**src/rtl/core/ctm_pkg.sv**
```systemverilog
// Shared types and constants of the color tolerance mask pipeline.
// No dependencies; every other file of the block refers to this package.
`default_nettype none

package ctm_pkg;

   localparam int TILE_SIZE       = 64;
   localparam int MASK_SIZE       = 4096;
   localparam int COLOR_TOLERANCE = 3276;

   localparam logic [15:0] FX_ONE = 16'h8000;

   localparam int DIV_STEPS       = 15;
   localparam int DIV_STAGES      = 3;
   localparam int STEPS_PER_STAGE = DIV_STEPS / DIV_STAGES;

   // hit test: (dist << 15) / tol < 1.5  <=>  2 * dist < 3 * tol
   localparam logic [17:0] TOL_LIMIT = 18'(3 * COLOR_TOLERANCE);

   localparam int NUM_STAGES = DIV_STAGES + 3;

   typedef enum logic [2:0] {
      REG_TARGET_RED      = 3'd0,
      REG_TARGET_GREEN    = 3'd1,
      REG_TARGET_BLUE     = 3'd2,
      REG_ALPHA_THRESHOLD = 3'd3,
      REG_INVERT_MATCH    = 3'd4,
      REG_MARK_VALUE      = 3'd5,
      REG_ORIGIN_X        = 3'd6,
      REG_ORIGIN_Y        = 3'd7
   } reg_index_type;

   typedef struct packed {
      logic [15:0] pixel_red;
      logic [15:0] pixel_green;
      logic [15:0] pixel_blue;
      logic [15:0] pixel_alpha;
      logic [5:0]  tile_col;
      logic [5:0]  tile_row;
   } req_type;

   typedef struct packed {
      logic        write_mark;
      logic [7:0]  mark_byte;
      logic [11:0] dest_col;
      logic [11:0] dest_row;
   } rsp_type;

   typedef struct packed {
      logic [15:0] target_red;
      logic [15:0] target_green;
      logic [15:0] target_blue;
      logic [15:0] alpha_threshold;
      logic        invert_match;
      logic [7:0]  mark_value;
      logic [11:0] origin_x;
      logic [11:0] origin_y;
   } cfg_type;

   typedef struct packed {
      logic        sat;
      logic [15:0] rem;
      logic [14:0] quo;
   } div_lane_type;

   typedef struct packed {
      logic [15:0]            divisor;
      logic                   zero_alpha;
      logic                   alpha_ok;
      logic [15:0]            alpha_dist;
      logic [11:0]            dest_col;
      logic [11:0]            dest_row;
      div_lane_type [2:0]     lane;
   } div_work_type;

endpackage

`default_nettype wire

```
**src/rtl/core/ctm_csr.sv**
```systemverilog
// Configuration registers of the color tolerance mask behind an APB-style port.
// Depends on ctm_pkg for the register index codes and the cfg_type struct.
`default_nettype none

module ctm_csr (
   input  wire logic             clock,
   input  wire logic             reset,
   input  wire logic             psel,
   input  wire logic             penable,
   input  wire logic             pwrite,
   input  wire logic [4:0]       paddr,
   input  wire logic [31:0]      pwdata,
   output logic      [31:0]      prdata,
   output logic                  pready,
   output ctm_pkg::cfg_type      cfg
);

   ctm_pkg::cfg_type       cfg_ff;
   ctm_pkg::cfg_type       cfg_in;
   ctm_pkg::reg_index_type index;

   assign index  = ctm_pkg::reg_index_type'(paddr[4:2]);
   assign pready = 1'b1;
   assign cfg    = cfg_ff;

   always_comb begin
      cfg_in = cfg_ff;
      if (psel && penable && pwrite) begin
         case (index)
            ctm_pkg::REG_TARGET_RED:      cfg_in.target_red      = pwdata[15:0];
            ctm_pkg::REG_TARGET_GREEN:    cfg_in.target_green    = pwdata[15:0];
            ctm_pkg::REG_TARGET_BLUE:     cfg_in.target_blue     = pwdata[15:0];
            ctm_pkg::REG_ALPHA_THRESHOLD: cfg_in.alpha_threshold = pwdata[15:0];
            ctm_pkg::REG_INVERT_MATCH:    cfg_in.invert_match    = pwdata[0];
            ctm_pkg::REG_MARK_VALUE:      cfg_in.mark_value      = pwdata[7:0];
            ctm_pkg::REG_ORIGIN_X:        cfg_in.origin_x        = pwdata[11:0];
            ctm_pkg::REG_ORIGIN_Y:        cfg_in.origin_y        = pwdata[11:0];
            default: cfg_in = cfg_ff;
         endcase
      end
   end

   always_ff @(posedge clock) begin
      if (reset) begin
         cfg_ff.target_red      <= 16'd0;
         cfg_ff.target_green    <= 16'd0;
         cfg_ff.target_blue     <= 16'd0;
         cfg_ff.alpha_threshold <= ctm_pkg::FX_ONE;
         cfg_ff.invert_match    <= 1'b0;
         cfg_ff.mark_value      <= 8'd1;
         cfg_ff.origin_x        <= 12'd0;
         cfg_ff.origin_y        <= 12'd0;
      end else begin
         cfg_ff <= cfg_in;
      end
   end

   always_comb begin
      case (index)
         ctm_pkg::REG_TARGET_RED:      prdata = {16'd0, cfg_ff.target_red};
         ctm_pkg::REG_TARGET_GREEN:    prdata = {16'd0, cfg_ff.target_green};
         ctm_pkg::REG_TARGET_BLUE:     prdata = {16'd0, cfg_ff.target_blue};
         ctm_pkg::REG_ALPHA_THRESHOLD: prdata = {16'd0, cfg_ff.alpha_threshold};
         ctm_pkg::REG_INVERT_MATCH:    prdata = {31'd0, cfg_ff.invert_match};
         ctm_pkg::REG_MARK_VALUE:      prdata = {24'd0, cfg_ff.mark_value};
         ctm_pkg::REG_ORIGIN_X:        prdata = {20'd0, cfg_ff.origin_x};
         ctm_pkg::REG_ORIGIN_Y:        prdata = {20'd0, cfg_ff.origin_y};
         default:                      prdata = 32'd0;
      endcase
   end

endmodule

`default_nettype wire

```
**src/rtl/core/ctm_front.sv**
```systemverilog
// First pipeline stage: threshold test, divider setup and destination address.
// Depends on ctm_pkg for the request, configuration and divider work structs.
`default_nettype none

module ctm_front (
   input  wire logic                clock,
   input  wire logic                load,
   input  wire ctm_pkg::req_type    req,
   input  wire ctm_pkg::cfg_type    cfg,
   output ctm_pkg::div_work_type    work
);

   ctm_pkg::div_work_type work_ff;
   ctm_pkg::div_work_type work_in;
   logic [15:0]           chan [3];
   logic [12:0]           col_sum;
   logic [12:0]           row_sum;

   assign chan[0] = req.pixel_red;
   assign chan[1] = req.pixel_green;
   assign chan[2] = req.pixel_blue;

   assign col_sum = {1'b0, cfg.origin_x} + 13'(req.tile_col % ctm_pkg::TILE_SIZE);
   assign row_sum = {1'b0, cfg.origin_y} + 13'(req.tile_row % ctm_pkg::TILE_SIZE);

   always_comb begin
      work_in.divisor    = req.pixel_alpha;
      work_in.zero_alpha = (req.pixel_alpha == 16'd0);
      work_in.alpha_ok   = (req.pixel_alpha >= cfg.alpha_threshold);
      work_in.alpha_dist = (req.pixel_alpha >= ctm_pkg::FX_ONE) ? 16'd0
                         : 16'(ctm_pkg::FX_ONE - req.pixel_alpha);
      work_in.dest_col   = 12'(col_sum % ctm_pkg::MASK_SIZE);
      work_in.dest_row   = 12'(row_sum % ctm_pkg::MASK_SIZE);
      for (int ch = 0; ch < 3; ch++) begin
         work_in.lane[ch].sat = (chan[ch] >= req.pixel_alpha);
         work_in.lane[ch].rem = chan[ch];
         work_in.lane[ch].quo = 15'd0;
      end
   end

   always_ff @(posedge clock) begin
      if (load) begin
         work_ff <= work_in;
      end
   end

   assign work = work_ff;

endmodule

`default_nettype wire

```
**src/rtl/core/ctm_div_stage.sv**
```systemverilog
// One stage of the pipelined restoring divider, several quotient bits per lane.
// Depends on ctm_pkg for the divider work struct and the step count per stage.
`default_nettype none

module ctm_div_stage (
   input  wire logic                   clock,
   input  wire logic                   load,
   input  wire ctm_pkg::div_work_type  work_i,
   output ctm_pkg::div_work_type       work_o
);

   ctm_pkg::div_work_type work_ff;
   ctm_pkg::div_work_type work_in;
   logic [16:0]           trial;

   always_comb begin
      work_in = work_i;
      trial   = 17'd0;
      for (int ch = 0; ch < 3; ch++) begin
         for (int s = 0; s < ctm_pkg::STEPS_PER_STAGE; s++) begin
            trial = {work_in.lane[ch].rem, 1'b0};
            if (trial >= {1'b0, work_in.divisor}) begin
               work_in.lane[ch].rem = 16'(trial - {1'b0, work_in.divisor});
               work_in.lane[ch].quo = {work_in.lane[ch].quo[13:0], 1'b1};
            end else begin
               work_in.lane[ch].rem = trial[15:0];
               work_in.lane[ch].quo = {work_in.lane[ch].quo[13:0], 1'b0};
            end
         end
      end
   end

   always_ff @(posedge clock) begin
      if (load) begin
         work_ff <= work_in;
      end
   end

   assign work_o = work_ff;

endmodule

`default_nettype wire

```
**src/rtl/core/ctm_back.sv**
```systemverilog
// Last two stages: channel distance and maximum, then tolerance test and response.
// Depends on ctm_pkg for the work, configuration and response structs.
`default_nettype none

module ctm_back (
   input  wire logic                   clock,
   input  wire logic [1:0]             load,
   input  wire ctm_pkg::div_work_type  work,
   input  wire ctm_pkg::cfg_type       cfg,
   output ctm_pkg::rsp_type            rsp
);

   logic [15:0]      target [3];
   logic [15:0]      pix    [3];
   logic [15:0]      diff   [3];
   logic [15:0]      dist_in;
   logic [15:0]      dist_ff;
   logic             alpha_ok_ff;
   logic [11:0]      dest_col_ff;
   logic [11:0]      dest_row_ff;
   logic             hit;
   logic             write;
   ctm_pkg::rsp_type rsp_ff;
   ctm_pkg::rsp_type rsp_in;

   assign target[0] = (cfg.target_red   > ctm_pkg::FX_ONE) ? ctm_pkg::FX_ONE : cfg.target_red;
   assign target[1] = (cfg.target_green > ctm_pkg::FX_ONE) ? ctm_pkg::FX_ONE : cfg.target_green;
   assign target[2] = (cfg.target_blue  > ctm_pkg::FX_ONE) ? ctm_pkg::FX_ONE : cfg.target_blue;

   always_comb begin
      dist_in = work.alpha_dist;
      for (int ch = 0; ch < 3; ch++) begin
         if (work.zero_alpha) begin
            pix[ch] = 16'd0;
         end else if (work.lane[ch].sat) begin
            pix[ch] = ctm_pkg::FX_ONE;
         end else begin
            pix[ch] = {1'b0, work.lane[ch].quo};
         end
         diff[ch] = (pix[ch] > target[ch]) ? 16'(pix[ch] - target[ch])
                                           : 16'(target[ch] - pix[ch]);
         if (diff[ch] > dist_in) begin
            dist_in = diff[ch];
         end
      end
   end

   always_ff @(posedge clock) begin
      if (load[0]) begin
         dist_ff     <= dist_in;
         alpha_ok_ff <= work.alpha_ok;
         dest_col_ff <= work.dest_col;
         dest_row_ff <= work.dest_row;
      end
   end

   always_comb begin
      if (ctm_pkg::COLOR_TOLERANCE > 0) begin
         hit = ({2'b00, dist_ff} << 1) < ctm_pkg::TOL_LIMIT;
      end else begin
         hit = (dist_ff == 16'd0);
      end
      write             = alpha_ok_ff && (hit ^ cfg.invert_match);
      rsp_in.write_mark = write;
      rsp_in.mark_byte  = write ? cfg.mark_value : 8'd0;
      rsp_in.dest_col   = dest_col_ff;
      rsp_in.dest_row   = dest_row_ff;
   end

   always_ff @(posedge clock) begin
      if (load[1]) begin
         rsp_ff <= rsp_in;
      end
   end

   assign rsp = rsp_ff;

endmodule

`default_nettype wire

```
**src/rtl/core/color_tolerance_mask.sv**
```systemverilog
// Top level of the color tolerance mask: config port, six-stage pixel pipeline.
// Depends on ctm_pkg, ctm_csr, ctm_front, ctm_div_stage and ctm_back.
//
//   channel | ports                         | moves
//   --------+-------------------------------+---------------------------------
//   request | req_valid req_stall req_data  | one pixel with tile position
//   result  | rsp_valid rsp_stall rsp_data  | mark flag, byte, mask position
//   config  | psel penable pwrite paddr ... | eight registers at 4*i
//
// One request per cycle is taken while req_stall is low, and each stage registers it in turn.
// Every stage holds one request, so the rate is one per cycle while rsp_stall is low; the
// restoring divider fills three of the six stages at five quotient bits per stage.
// Synchronous reset clears the stage valid bits and loads the register defaults.
// A stalled stage holds its data; earlier stages keep moving into empty slots.
`default_nettype none

module color_tolerance_mask (
   input  wire logic              clock,
   input  wire logic              reset,
   input  wire logic              req_valid,
   output logic                   req_stall,
   input  wire ctm_pkg::req_type  req_data,
   output logic                   rsp_valid,
   input  wire logic              rsp_stall,
   output ctm_pkg::rsp_type       rsp_data,
   input  wire logic              psel,
   input  wire logic              penable,
   input  wire logic              pwrite,
   input  wire logic [4:0]        paddr,
   input  wire logic [31:0]       pwdata,
   output logic      [31:0]       prdata,
   output logic                   pready
);

   localparam int LAST = ctm_pkg::NUM_STAGES - 1;

   ctm_pkg::cfg_type      cfg;
   ctm_pkg::div_work_type work [ctm_pkg::DIV_STAGES + 1];
   logic [LAST:0]         valid_ff;
   logic [LAST:0]         valid_in;
   logic [LAST:0]         adv;

   ctm_csr u_csr (
      .clock   (clock),
      .reset   (reset),
      .psel    (psel),
      .penable (penable),
      .pwrite  (pwrite),
      .paddr   (paddr),
      .pwdata  (pwdata),
      .prdata  (prdata),
      .pready  (pready),
      .cfg     (cfg)
   );

   always_comb begin
      adv[LAST] = !valid_ff[LAST] || !rsp_stall;
      for (int k = LAST - 1; k >= 0; k--) begin
         adv[k] = !valid_ff[k] || adv[k + 1];
      end
      for (int k = 0; k <= LAST; k++) begin
         if (adv[k]) begin
            valid_in[k] = (k == 0) ? req_valid : valid_ff[(k == 0) ? 0 : k - 1];
         end else begin
            valid_in[k] = valid_ff[k];
         end
      end
   end

   always_ff @(posedge clock) begin
      if (reset) begin
         valid_ff <= '0;
      end else begin
         valid_ff <= valid_in;
      end
   end

   assign req_stall = !adv[0];
   assign rsp_valid = valid_ff[LAST];

   ctm_front u_front (
      .clock (clock),
      .load  (adv[0]),
      .req   (req_data),
      .cfg   (cfg),
      .work  (work[0])
   );

   for (genvar g = 0; g < ctm_pkg::DIV_STAGES; g++) begin : g_div
      ctm_div_stage u_div (
         .clock  (clock),
         .load   (adv[g + 1]),
         .work_i (work[g]),
         .work_o (work[g + 1])
      );
   end

   ctm_back u_back (
      .clock (clock),
      .load  (adv[LAST:LAST - 1]),
      .work  (work[ctm_pkg::DIV_STAGES]),
      .cfg   (cfg),
      .rsp   (rsp_data)
   );

endmodule

`default_nettype wire
```
**config.mk**
```make
export PLATFORM = sky130hd
export DESIGN_NAME = color_tolerance_mask
export DESIGN_NICKNAME = d
export VERILOG_FILES = /design/src/rtl/core/ctm_pkg.sv /design/src/rtl/core/ctm_csr.sv /design/src/rtl/core/ctm_front.sv /design/src/rtl/core/ctm_div_stage.sv /design/src/rtl/core/ctm_back.sv /design/src/rtl/core/color_tolerance_mask.sv
export SDC_FILE = /design/constraint.sdc
export NUM_CORES = 2
export LEC_CHECK = 0
export ABC_AREA = 1
export BUFFER_PORTS_ARGS = -buffer_cell sky130_fd_sc_hd__buf_2
export CORE_AREA = 2 2 292 510
export DETAILED_ROUTE_END_ITERATION = 16
export DIE_AREA = 0 0 294 512
export HOLD_SLACK_MARGIN = 0.02
export SLEW_MARGIN = 5
export SYNTH_ARGS = -nofsm -noshare
export SYNTH_HDL_FRONTEND = slang
export SYNTH_SLANG_ARGS = --single-unit
export TNS_END_PERCENT = 50
```
**constraint.sdc**
```tcl
create_clock -name clock -period 13.25 [get_ports clock]
set_clock_uncertainty 0.1 [all_clocks]
set_input_delay 1.325 -clock clock [delete_from_list [all_inputs] [get_ports clock]]
set_output_delay 1.325 -clock clock [all_outputs]
set_load 0.05 [all_outputs]
```
==> results.md <==
* RR Startpoint: u_front.work[139]
* RSZ-0062 raised after global routing: true
* TNS Setup at 0 ns
* Syn_area_per_cell at 7.193 µm²
* Total track usage at 0.3031
* Crit path max fanout at 23
* Area growth, synth to finish at 8.161%
* R2R Setup Slk at 0.82 ns
* DR pass1 iterations at 6
* Hold WC Path Type: register to register
* ANT nets after route at 0
* Max Slew Vio Count at 0
* Synth cell count leaders: 2583 x nand2_1, 1096 x inv_1, 902 x ha_1, 794 x a21oi_1, 650 x o21ai_0
* CP Class: register to register
* Top cells by area, synth: edfxtp_1 24%, ha_1 17%, nand2_1 14%
* Max_cap viols at 0
* Worst Reg-to-Reg Cells at 55
* Crit start category: register
* Worst skew pair latency at 0.71 ns
* Global-route met3 utilization at 0.02928
* Fraction of layout cells with a size suffix above 1 at 0.05789
* Synthesized cell area at 0.06828 mm²
* Yosys cell types at 66
* Sequential element share of the synthesized area at 0.2655
* Layout Cells excl Fill at 11610
* Worst relative slew slack at 0.2028
* Top delay family on crit path: compound AO/OA/AOI/OAI gates
* CTS tree: yes
* Final min period at 12.43 ns
* Final nets at 10720
* Vias at 64730
* Fin area at 0.07386 mm²
* Drt via density at 5.577
* Most Used Layer, Global Route: met2
* Worst-Margin Slew at 1.183 ns
* Core Region at 0.1464 mm²
* YS warnings at 0
* Iter 0 DRT Violations at 3342
* CP dominant cell by count: nand2_1
* Post-Place Cells at 11490
* Row count at 186
* Fmax at 0.08045 GHz
* EDFF count, synth at 535
* Largest net degree at the start of global routing at 97
* # H-tree levels at 3
* Async SR Flop Fraction at 0
* Post-CTS Setup Repair Bufs at 0
* First-pass GRT wire length at 352700 µm
* Synth Flop Type: edfxtp_1
* Hold Crit Depth at 0
* Die width at 294 µm
* Synth Instances at 9493
* Fin crit share at 0.9381
* Initial antenna violation count at 4
* Worst Path Buf+Inv at 7
* Post-synth top area share at 0.2353
* Die height at 512 µm
* Vias in the first global route at 63870
* Setup crit end kind: register
* I/O Buffers at 152
* Clk root buf: clkbuf_16
* CTS Buf Count at 66
* Max incr delay on CP at 0.70 ns
* Starting Density at 0.4665
* Yosys reg bits at 638
* Avg WL per Cell at 20.08 µm
* Final Wtd Congestion at 1.002
* Met1 usage at 0.2956
* Slowest stage cell, crit path: o21ai_0
* Clock Sink Count at 638
* DRC Markers at 0
* Fillers at 14500
* I/O Pins at 188
* Gr ovfl total at 0
* Leading area contributor after synthesis: edfxtp_1
* Final setup fails at 0
* DP Wirelength at 190000 µm
* Worst EP arrival at 12.70 ns
* WHS Endpoint: g_div[0].u_div.work_o[136]
* DP Area at 0.07149 mm²
* Total Die Area at 0.1505 mm²
* Grt met2 use at 0.5753
* Max Root-Sink Buffers at 3
* CTS clk-pin slew, worst paths at 0.07 ns
* Status: finished clean
* Worst path required time at 13.52 ns
* Routed wire length at 233000 µm
* Top-count cell post-synth: nand2_1
* Fin. Hold Viols at 0
* Critical R2R Capture: g_div[0].u_div.work_o[26]
* Hold path start: u_front.work[136]
[worst register-to-register path: cells and delay by family, from the launching register on]
family / cells / cell delay, ns
simple gates: 22 / 3.22
buf+inv: 7 / 1.54
fa+ha+maj: 6 / 2.17
compound gates: 20 / 4.47
flops: 1 / 0.62
[registers in the layout, indices dropped and copies added, names as in the netlist]
| register | cells |
|---|---|
| g_div.u_div.work_o | 353 |
| u_back.alpha_ok_ff | 1 |
| u_back.dest_col_ff | 12 |
| u_back.dest_row_ff | 12 |
| u_back.dist_ff | 15 |
| u_back.rsp | 33 |
| u_csr.cfg | 97 |
| u_front.work | 109 |
| valid_ff | 6 |
[kinds of logic after synthesis]
family | synth area share
other | 0.0001100
multiplexers | 0.0008796
adder cells (fa/ha/maj) | 0.1703
AO/OA/AOI/OAI | 0.1594
AND/OR/NAND/NOR | 0.2466
flip-flops | 0.2655
buffers and inverters | 0.07760
XOR/XNOR | 0.07965
[repair_timing]
action                                  4_1_cts  5_1_grt
hold buffers                                  0        0
endpoints found under the setup margin        0       36
resized for setup                             0       11
[placed cells by master (no fill, tap or decap), types with 29 or more instances in the layout]
| cell | n |
|---|---|
| o2111ai_1 | 34 |
| a21oi_1 | 794 |
| edfxtp_1 | 535 |
| clkbuf_16 | 66 |
| o21ai_1 | 120 |
| buf_2 | 152 |
| nor2_1 | 568 |
| o21a_1 | 31 |
| a21o_1 | 60 |
| dfxtp_1 | 103 |
| nand2_1 | 2582 |
| ha_1 | 902 |
| o21ai_0 | 647 |
| xor2_1 | 348 |
| nor4_1 | 49 |
| nand4_1 | 109 |
| o21bai_1 | 51 |
| nor3_1 | 102 |
| inv_1 | 1088 |
| a31oi_1 | 58 |
| nand3_1 | 469 |
| or2_2 | 29 |
| buf_4 | 142 |
| xnor2_1 | 273 |
[routing by layer]
| metal | part of all wire | vias up |
|---|---|---|
| li1 | - | 32480 |
| met1 | 0.35 | 29820 |
| met2 | 0.52 | 1667 |
| met3 | 0.037 | 759 |
| met4 | 0.093 | 2 |
| met5 | 0.000030 | - |
[cell type report]
type / count / area [µm²] / area share
diodes: 1 / 2.502 / 0.00003388
clock buffers: 74 / 1702 / 0.02304
clock inverters: 42 / 628.1 / 0.008504
inverters: 1126 / 4262 / 0.05770
multi-input cells: 7550 / 44940 / 0.6084
flip-flops and latches: 638 / 18130 / 0.2454
well taps: 1880 / 2352 / 0.03185
repair buffers: 295 / 1847 / 0.02501
[per-stage QoR]
step,setup WS (ns),hold slack (ns),utilization
floorplan,0.8796,0.3003,-
global placement,1.134,0.3002,0.4884
detailed placement,0.9789,0.3045,0.4884
CTS,0.9111,0.2976,0.5043
global route,-0.0004468,0.2973,0.5045
finish,0.8205,0.2937,0.5045
[worst max path at each step]
stage	from	end	slack, ns	cells past startpoint
after global routing	g_div[0].u_div.work_o[148]	g_div[1].u_div.work_o[91]	-0.0004	59
final	u_front.work[139]	g_div[0].u_div.work_o[26]	0.82	55
after CTS	u_front.work[139]	g_div[0].u_div.work_o[47]	0.91	61
after global placement	u_front.work[139]	g_div[0].u_div.work_o[47]	1.13	61
after floorplan	rsp_stall	u_front.work[100]	0.88	11
after detailed placement	u_front.work[139]	g_div[0].u_div.work_o[47]	0.98	61
Power is left out: the tool's default activity adds up to more than one toggle a clock period on the data nets, which glitch-free logic cannot reach.
